===== src/rtl/core/lru_key_value_cache_defines.svh =====
// Assertion helpers for the LRU cache; clk and arst_n come from the using module.
`ifndef LRU_KEY_VALUE_CACHE_DEFINES_SVH
`define LRU_KEY_VALUE_CACHE_DEFINES_SVH

// Same-cycle implication, muted while in reset
`define LKVC_ASSERT_IMP(lbl, ante, cons) \
	lbl: assert property (@(posedge clk) disable iff (!arst_n) (ante) |-> (cons)) \
		else $error("lkvc: check failed");

// Next-cycle implication, muted while in reset
`define LKVC_ASSERT_NXT(lbl, ante, cons) \
	lbl: assert property (@(posedge clk) disable iff (!arst_n) (ante) |=> (cons)) \
		else $error("lkvc: check failed");

`endif


===== src/rtl/core/lkvc_pkg.sv =====
package lkvc_pkg;

	localparam int unsigned DATA_W = 32;

	// Result of a get on a missing key
	localparam logic [DATA_W-1:0] MISS_VALUE = '1;
	// Result of any put
	localparam logic [DATA_W-1:0] PUT_VALUE = '0;

	typedef enum logic {
		OP_GET = 1'b0,
		OP_PUT = 1'b1
	} op_t;

	// One stored entry as it travels down the chain
	typedef struct packed {
		logic              valid;
		logic [DATA_W-1:0] key;
		logic [DATA_W-1:0] value;
	} entry_t;

	// Update command broadcast to every cell
	typedef struct packed {
		logic hit;     // move the matching entry to the head
		logic insert;  // push a new entry in at the head
		logic evict;   // drop the last valid entry while inserting
	} lkvc_ctl_t;

endpackage


===== src/rtl/core/lkvc_cell.sv =====
module lkvc_cell (
	input  logic                         clk,
	input  logic                         arst_n,
	input  logic                         lookup_en,
	input  logic [lkvc_pkg::DATA_W-1:0]  lookup_key,
	input  lkvc_pkg::lkvc_ctl_t          ctl,
	input  lkvc_pkg::entry_t             prev_entry,
	input  logic                         match_or_in,
	input  logic [lkvc_pkg::DATA_W-1:0]  hit_value_in,
	output lkvc_pkg::entry_t             entry,
	output logic                         match,
	output logic                         match_or_out,
	output logic [lkvc_pkg::DATA_W-1:0]  hit_value_out
);
	import lkvc_pkg::*;

	logic              valid_q;
	logic [DATA_W-1:0] key_q;
	logic [DATA_W-1:0] value_q;
	logic              match_s1;
	logic              take;
	logic              valid_d;

	// Collect matches and the matched value from the tail towards the head
	assign match_or_out  = match_s1 | match_or_in;
	assign hit_value_out = (match_s1 ? value_q : '0) | hit_value_in;

	// Shift in from the neighbour: on a hit only cells up to the matching one move
	always_comb begin
		take = (ctl.hit && match_or_out) || ctl.insert;
		if (ctl.insert) begin
			// the last valid entry falls off when its successor is empty
			valid_d = prev_entry.valid & ~(ctl.evict & ~valid_q);
		end else begin
			valid_d = prev_entry.valid;
		end
	end

	// Valid mark and registered key compare
	always_ff @(posedge clk or negedge arst_n) begin
		if (!arst_n) begin
			valid_q  <= 1'b0;
			match_s1 <= 1'b0;
		end else begin
			if (take) begin
				valid_q <= valid_d;
			end
			if (lookup_en) begin
				match_s1 <= valid_q && (key_q == lookup_key);
			end
		end
	end

	// Payload follows the valid mark
	always_ff @(posedge clk) begin
		if (take) begin
			key_q   <= prev_entry.key;
			value_q <= prev_entry.value;
		end
	end

	assign entry.valid = valid_q;
	assign entry.key   = key_q;
	assign entry.value = value_q;
	assign match       = match_s1;

endmodule


===== src/rtl/core/lru_key_value_cache.sv =====
// Fully associative key/value cache with least-recently-used replacement, built as a
// chain of entry cells ordered by recency: the head cell holds the most recent entry.
// An item is taken when start is high and busy is low. In a lookup step every cell
// compares its key with the item key and registers the match; in the move step after
// it the chain moves on a hit or a stored put (the hit entry, or the new entry, goes
// to the head and the cells in front of it shift one place down). busy is high in the
// move step, so no item is taken then. The result appears on found and read_value for
// exactly one cycle, marked by done, in the cycle after the move step; it cannot be
// held off, so the receiver must take it then. capacity may only be written while no
// item is in flight. After reset the cache is empty and ready at once.
module lru_key_value_cache #(
	parameter int unsigned ENTRIES = 16
) (
	input  logic                         clk,
	input  logic                         arst_n,
	input  logic                         capacity_wr_en,
	input  logic [4:0]                   capacity_wr_data,
	input  logic                         start,
	output logic                         busy,
	input  logic                         operation,
	input  logic signed [31:0]           key,
	input  logic signed [31:0]           value,
	output logic                         done,
	output logic                         found,
	output logic signed [31:0]           read_value
);
	import lkvc_pkg::*;

	`include "lru_key_value_cache_defines.svh"

	localparam int unsigned OCC_W = $clog2(ENTRIES + 1);
	localparam int unsigned CAP_W = (OCC_W > 5) ? OCC_W : 5;
	localparam logic [4:0]  CAP_RESET = 5'd16;

	logic [4:0]        capacity_q;
	logic [OCC_W-1:0]  occ_q;
	logic              pend_s1;
	op_t               op_s1;
	logic [DATA_W-1:0] key_s1;
	logic [DATA_W-1:0] value_s1;
	logic              done_q;
	logic              found_q;
	logic [DATA_W-1:0] read_value_q;

	logic              accept;
	logic [CAP_W-1:0]  cap_ext;
	logic [CAP_W-1:0]  eff_cap;
	logic              hit_any;
	lkvc_ctl_t         ctl;
	entry_t            head_entry;
	logic [DATA_W-1:0] read_value_d;

	entry_t            cell_entry [ENTRIES];
	entry_t            prev_entry [ENTRIES];
	logic [ENTRIES:0]  match_or;
	logic [DATA_W-1:0] hit_value [ENTRIES+1];
	logic [ENTRIES-1:0] match_vec;

	assign accept = start && !busy;
	assign busy   = pend_s1;

	// Capacity register
	always_ff @(posedge clk or negedge arst_n) begin
		if (!arst_n) begin
			capacity_q <= CAP_RESET;
		end else if (capacity_wr_en) begin
			capacity_q <= capacity_wr_data;
		end
	end

	// Limit capacity to the number of cells
	always_comb begin
		cap_ext = CAP_W'(capacity_q);
		eff_cap = (cap_ext > CAP_W'(ENTRIES)) ? CAP_W'(ENTRIES) : cap_ext;
	end

	// Lookup stage: hold the item while the cells compare
	always_ff @(posedge clk or negedge arst_n) begin
		if (!arst_n) begin
			pend_s1 <= 1'b0;
		end else begin
			pend_s1 <= accept;
		end
	end

	always_ff @(posedge clk) begin
		if (accept) begin
			op_s1    <= op_t'(operation);
			key_s1   <= key;
			value_s1 <= value;
		end
	end

	// Decide how the chain moves
	assign hit_any = match_or[0];

	always_comb begin
		ctl.hit    = pend_s1 && hit_any;
		ctl.insert = pend_s1 && !hit_any && (op_s1 == OP_PUT) && (eff_cap != '0);
		ctl.evict  = ctl.insert && (CAP_W'(occ_q) >= eff_cap);
	end

	// Entry entering the head cell
	always_comb begin
		head_entry.valid = 1'b1;
		head_entry.key   = key_s1;
		if (op_s1 == OP_PUT) begin
			head_entry.value = value_s1;
		end else begin
			head_entry.value = hit_value[0];
		end
	end

	// Occupancy: grow on an insert that evicts nothing
	always_ff @(posedge clk or negedge arst_n) begin
		if (!arst_n) begin
			occ_q <= '0;
		end else if (ctl.insert && !ctl.evict) begin
			occ_q <= occ_q + OCC_W'(1);
		end
	end

	// Row of cells, head first
	assign match_or[ENTRIES]  = 1'b0;
	assign hit_value[ENTRIES] = '0;

	for (genvar i = 0; i < ENTRIES; i++) begin : g_cell
		if (i == 0) begin : g_head
			assign prev_entry[i] = head_entry;
		end else begin : g_body
			assign prev_entry[i] = cell_entry[i-1];
		end

		lkvc_cell u_cell (
			.clk           (clk),
			.arst_n        (arst_n),
			.lookup_en     (accept),
			.lookup_key    (key),
			.ctl           (ctl),
			.prev_entry    (prev_entry[i]),
			.match_or_in   (match_or[i+1]),
			.hit_value_in  (hit_value[i+1]),
			.entry         (cell_entry[i]),
			.match         (match_vec[i]),
			.match_or_out  (match_or[i]),
			.hit_value_out (hit_value[i])
		);
	end

	// Form the result
	always_comb begin
		unique case (op_s1)
			OP_PUT:  read_value_d = PUT_VALUE;
			OP_GET:  read_value_d = hit_any ? hit_value[0] : MISS_VALUE;
			default: read_value_d = MISS_VALUE;
		endcase
	end

	// Output register: one-cycle strobe
	always_ff @(posedge clk or negedge arst_n) begin
		if (!arst_n) begin
			done_q <= 1'b0;
		end else begin
			done_q <= pend_s1;
		end
	end

	always_ff @(posedge clk) begin
		if (pend_s1) begin
			found_q      <= hit_any;
			read_value_q <= read_value_d;
		end
	end

	assign done       = done_q;
	assign found      = found_q;
	assign read_value = read_value_q;

	`LKVC_ASSERT_IMP(a_accept_result, start && !busy, ##2 done)
	`LKVC_ASSERT_IMP(a_done_follows_work, done, $past(busy))
	`LKVC_ASSERT_IMP(a_match_unique, pend_s1, $onehot0(match_vec))
	`LKVC_ASSERT_IMP(a_occ_bound, 1'b1, occ_q <= OCC_W'(ENTRIES))

endmodule


===== config.mk =====
export PLATFORM = sky130hd
export DESIGN_NAME = lru_key_value_cache
export DESIGN_NICKNAME = d
export VERILOG_FILES = /design/src/rtl/core/lkvc_pkg.sv /design/src/rtl/core/lkvc_cell.sv /design/src/rtl/core/lru_key_value_cache.sv
export VERILOG_INCLUDE_DIRS = /design/src /design/src/rtl/core
export SDC_FILE = /design/constraint.sdc
export NUM_CORES = 1
export LEC_CHECK = 0
export BUFFER_PORTS_ARGS = -buffer_cell sky130_fd_sc_hd__buf_2
export CAP_MARGIN = 20
export CORE_MARGIN = 3
export CORE_UTILIZATION = 30
export CTS_BUF_LIST = sky130_fd_sc_hd__clkbuf_4 sky130_fd_sc_hd__clkbuf_8
export DETAILED_ROUTE_END_ITERATION = 10
export GPL_ROUTABILITY_DRIVEN = 0
export PLACE_DENSITY_LB_ADDON = 0.15
export SLEW_MARGIN = 20
export SYNTH_ARGS = -nofsm -noshare
export SYNTH_HDL_FRONTEND = slang
export SYNTH_SLANG_ARGS = --single-unit
export TNS_END_PERCENT = 30

===== constraint.sdc =====
create_clock -name clk -period 6.7 [get_ports clk]
set_input_delay 0.67 -clock clk [delete_from_list [all_inputs] [get_ports clk]]
set_output_delay 0.67 -clock clk [all_outputs]
set_load 0.02 [all_outputs]

==> impl_metrics.ini <==
[outcome]
outcome = complete, no violations

[worst_hold_path]
hold_path_end = cap_ext[0]$_DFFE_PN0P_
hp-start = capacity_wr_data[0]
min-delay-path-class = in2reg
min_delay_path_depth = 2

[clock_tree]
clock_latency_ns = 0.93
cts_setup_buffers = 0
tritoncts = done
cts_htree_levels = 4
cts_buffers = 193
cts_root_buffer = clkbuf_8
cts.repair.resized = 0
cts_num_sinks = 1166
ctsLongestPathBuffers = 3
clkSlewWorstSetupHoldPaths_ns = 0.06

[sta]
rsz0062_at_grt = false
worst_hold_slack_after_final_layout_ns = 0.144
final.setup_skew_ns = 0.0506
max_slew.worst_pin.slew_ns = 1.13
clock.fmax_mhz = 238
min_period_ns = 4.21
min_period_over_period = 0.628
report.final.slew_viol_count = 0
finalHoldViolCount = 0
finalSetupViolations = 0
maxSlewHeadroom = 0.248

[detailed_routing]
detail_route.wirelength_mm = 140
remaining_drc_errors = 0
wl_cell_microns = 27.9
drt_pre_antenna_iters = 7
routed-via-count = 25001
detail-route-antenna-nets = 0
routed_via_count_divided_by_cell_count = 4.97
first_iter_violations = 2389

[synthesis]
postSynthRegisterBits = 1166
ys_warn_count = 0
leading_cell_types_by_count_after_synthesis = edfxtp_1 (1,122), xor2_1 (365), xnor2_1 (151)
synth_nets = 2692
syn-instance-count = 2612
synth.lib_cells_used.distinct = 54
synth_area_leader = edfxtp_1
syn_area_per_cell_sq_um = 17.3
async_reset_ff_frac = 0.0377
synthFlopType = edfxtp_1
synth.cell_area_sq_um = 45200
post_synth_main_area_contributors = edfxtp_1 (75%), xor2_1 (7.1%), xnor2_1 (2.9%)
ys_seq_area_frac = 0.769
yosysMostFrequentCell = edfxtp_1
portion_of_synthesized_cell_area_occupied_by_the_leading_cell_type = 0.745
synth_edf_count = 1122

[worst_setup_path]
worst-endpoint-arrival_ns = 4.80
worst-setup-path-type = reg2reg
worst_ep_required_time_ns = 7.29
reg2reg_depth = 7
reg2reg_capture_point = g_cell[0].u_cell.key_q[0]$_DFFE_PP_
r2r_setup_slack_ns = 2.49
worstSetupEndpointType = register
path_max_fanout = 36
critPathLaunchType = register
critical_path.reg2reg.startpoint = g_cell[6].u_cell.match$_DFFE_PN0P_

[pwr]
pwr-share-seq = 0.546
irDropWorstVdd_v = 0.000175
clockPowerShare = 0.397
p_sw_mw = 3.90
power_per_cell_area_nw_per_um2 = 301
internal-power_mw = 11.9
static-leakage-power_nw = 17.5
power_frac_comb = 0.057
swShare = 0.246

[die]
core_area_sq_um = 149000
num_rows = 141
die_width_microns = 394
io_pins = 109
die_height_microns = 394
initial_cell_density_of_the_core = 0.304
design.die.area_sq_um = 155000

[global_routing]
grtUsageTotal = 0.178
global_route.overflow_total = 0
grt_start_max_net_pins = 67
via_count_of_the_first_global_routing_pass = 26410
antenna_found_initial = 5
grt_pass1_wl_mm = 199

[layout]
postLayoutCoreUtil = 0.353
design.final.nets = 2940
drive_gt1_frac = 0.173
stdcell_count = 5030
layout.cell_area.non_filler_sq_um = 52500
area.growth.synth_to_final_pct = 16.2

[run]
timing.max_cap.violations = 0

[place]
dp.final_hpwl_mm = 87.0
io_buffers = 108
placed_cell_area_sq_um = 48300
dpl.cell_count = 4630
power by group through the flow:
stage	clock network [mW]	logic (mW)	registers, mW
6_report	6.29	0.900	8.64
5_1_grt	6.78	0.974	8.67
3_3_place_gp	0	0.882	8.78
4_1_cts	6.45	0.907	8.64
3_5_place_dp	0	0.888	8.79
2_1_floorplan	0	0.516	8.71
cell families (layout without fill, tap and decap cells):
| family | after synthesis | in the layout | share of synthesized area |
|---|---|---|---|
| other | 0 | 4 | 0 |
| AND/OR/NAND/NOR | 338 | 338 | 0.0421 |
| XOR/XNOR | 516 | 516 | 0.0999 |
| adder cells (fa/ha/maj) | 6 | 6 | 0.00166 |
| flip-flops | 1166 | 1166 | 0.769 |
| buffers and inverters | 189 | 601 | 0.0169 |
| multiplexers | 46 | 46 | 0.0103 |
| AO/OA/AOI/OAI | 351 | 351 | 0.0596 |
per-layer routing:
metal / wire (microns) / track usage
met5: 0 / 0
met1: 61600 / 0.245
met3: 10600 / 0.0442
met2: 64400 / 0.277
met4: 3780 / 0.0590
worst max-delay path, cell delays in order (launching register included):
cell      delay (ns)
dfrtp_2         0.38
buf_4           0.34
nor4_4          0.41
and2_1          0.30
nand3_4         0.51
o21ai_0         0.54
clkinv_2        0.78
buf_4           0.56
state kept, by name, summed over array words and instances (netlist names), 5 cells and up:
name,count
cap_ext,5
g_cell.u_cell.key_q,512
g_cell.u_cell.match,16
g_cell.u_cell.valid_q,16
g_cell.u_cell.value_q,512
key_s1,32
occ_q,5
read_value,32
value_s1,32
worst max-delay path by stage:
stage                                             from                                     to  slack [ns]  depth (start not counted)
floorplan                               busy$_DFF_PN0_  g_cell[12].u_cell.valid_q$_DFFE_PN0P_       -0.22                          5
global placement    g_cell[6].u_cell.match$_DFFE_PN0P_   g_cell[0].u_cell.key_q[18]$_DFFE_PP_        2.61                          7
detailed placement  g_cell[6].u_cell.match$_DFFE_PN0P_   g_cell[0].u_cell.key_q[18]$_DFFE_PP_        2.46                          7
CTS                 g_cell[6].u_cell.match$_DFFE_PN0P_    g_cell[0].u_cell.key_q[6]$_DFFE_PP_        2.44                          7
global route        g_cell[6].u_cell.match$_DFFE_PN0P_    g_cell[0].u_cell.key_q[0]$_DFFE_PP_        2.21                          7
finish              g_cell[6].u_cell.match$_DFFE_PN0P_    g_cell[0].u_cell.key_q[0]$_DFFE_PP_        2.49                          7
repair_timing:
action	4_1_cts	5_1_grt
hold buffers	34	0
hold endpoints to repair	76	0
endpoints found under the setup margin	0	0
cell usage in the layout, fill, tap and decap left out, drive strengths merged, types with 3 or more instances in the layout:
cell,n
edfxtp,1122
xor2,365
clkbuf,261
buf,165
xnor2,151
a22oi,128
nor4,100
clkinv,81
a22o,79
nand3,69
nand4,66
a221oi,64
inv,52
nor2,46
a21oi,43
dfrtp,43
mux2i,40
dlygate4sd3,34
nor3,30
o21ai,13
nand2,12
mux2,6
ha,6
diode,4
clkinvlp,4
bufinv,4
or4,4
and3,3
a211oi,3
a31oi,3
through the flow:
step | setup WS, ns | total power [mW] | TNS, ns
global placement | 2.61 | 9.66 | 0
global route | 2.21 | 16.4 | 0
detailed placement | 2.46 | 9.67 | 0
finish | 2.49 | 15.8 | 0
floorplan | -0.219 | 9.23 | -46.78
CTS | 2.44 | 16.0 | 0
area by class of cell:
cell class	count	area, sq um
Clock buffer	261	3180
Multi-Input combinational cell	1257	9840
Tap cell	2002	2500
Timing Repair Buffer	199	1390
Sequential cell	1166	34800
Clock inverter	98	636
Inverter	43	165
Antenna cell	4	10.0
Fill cell	14079	96200
No activity file was read; power rests on OpenSTA's default activity.
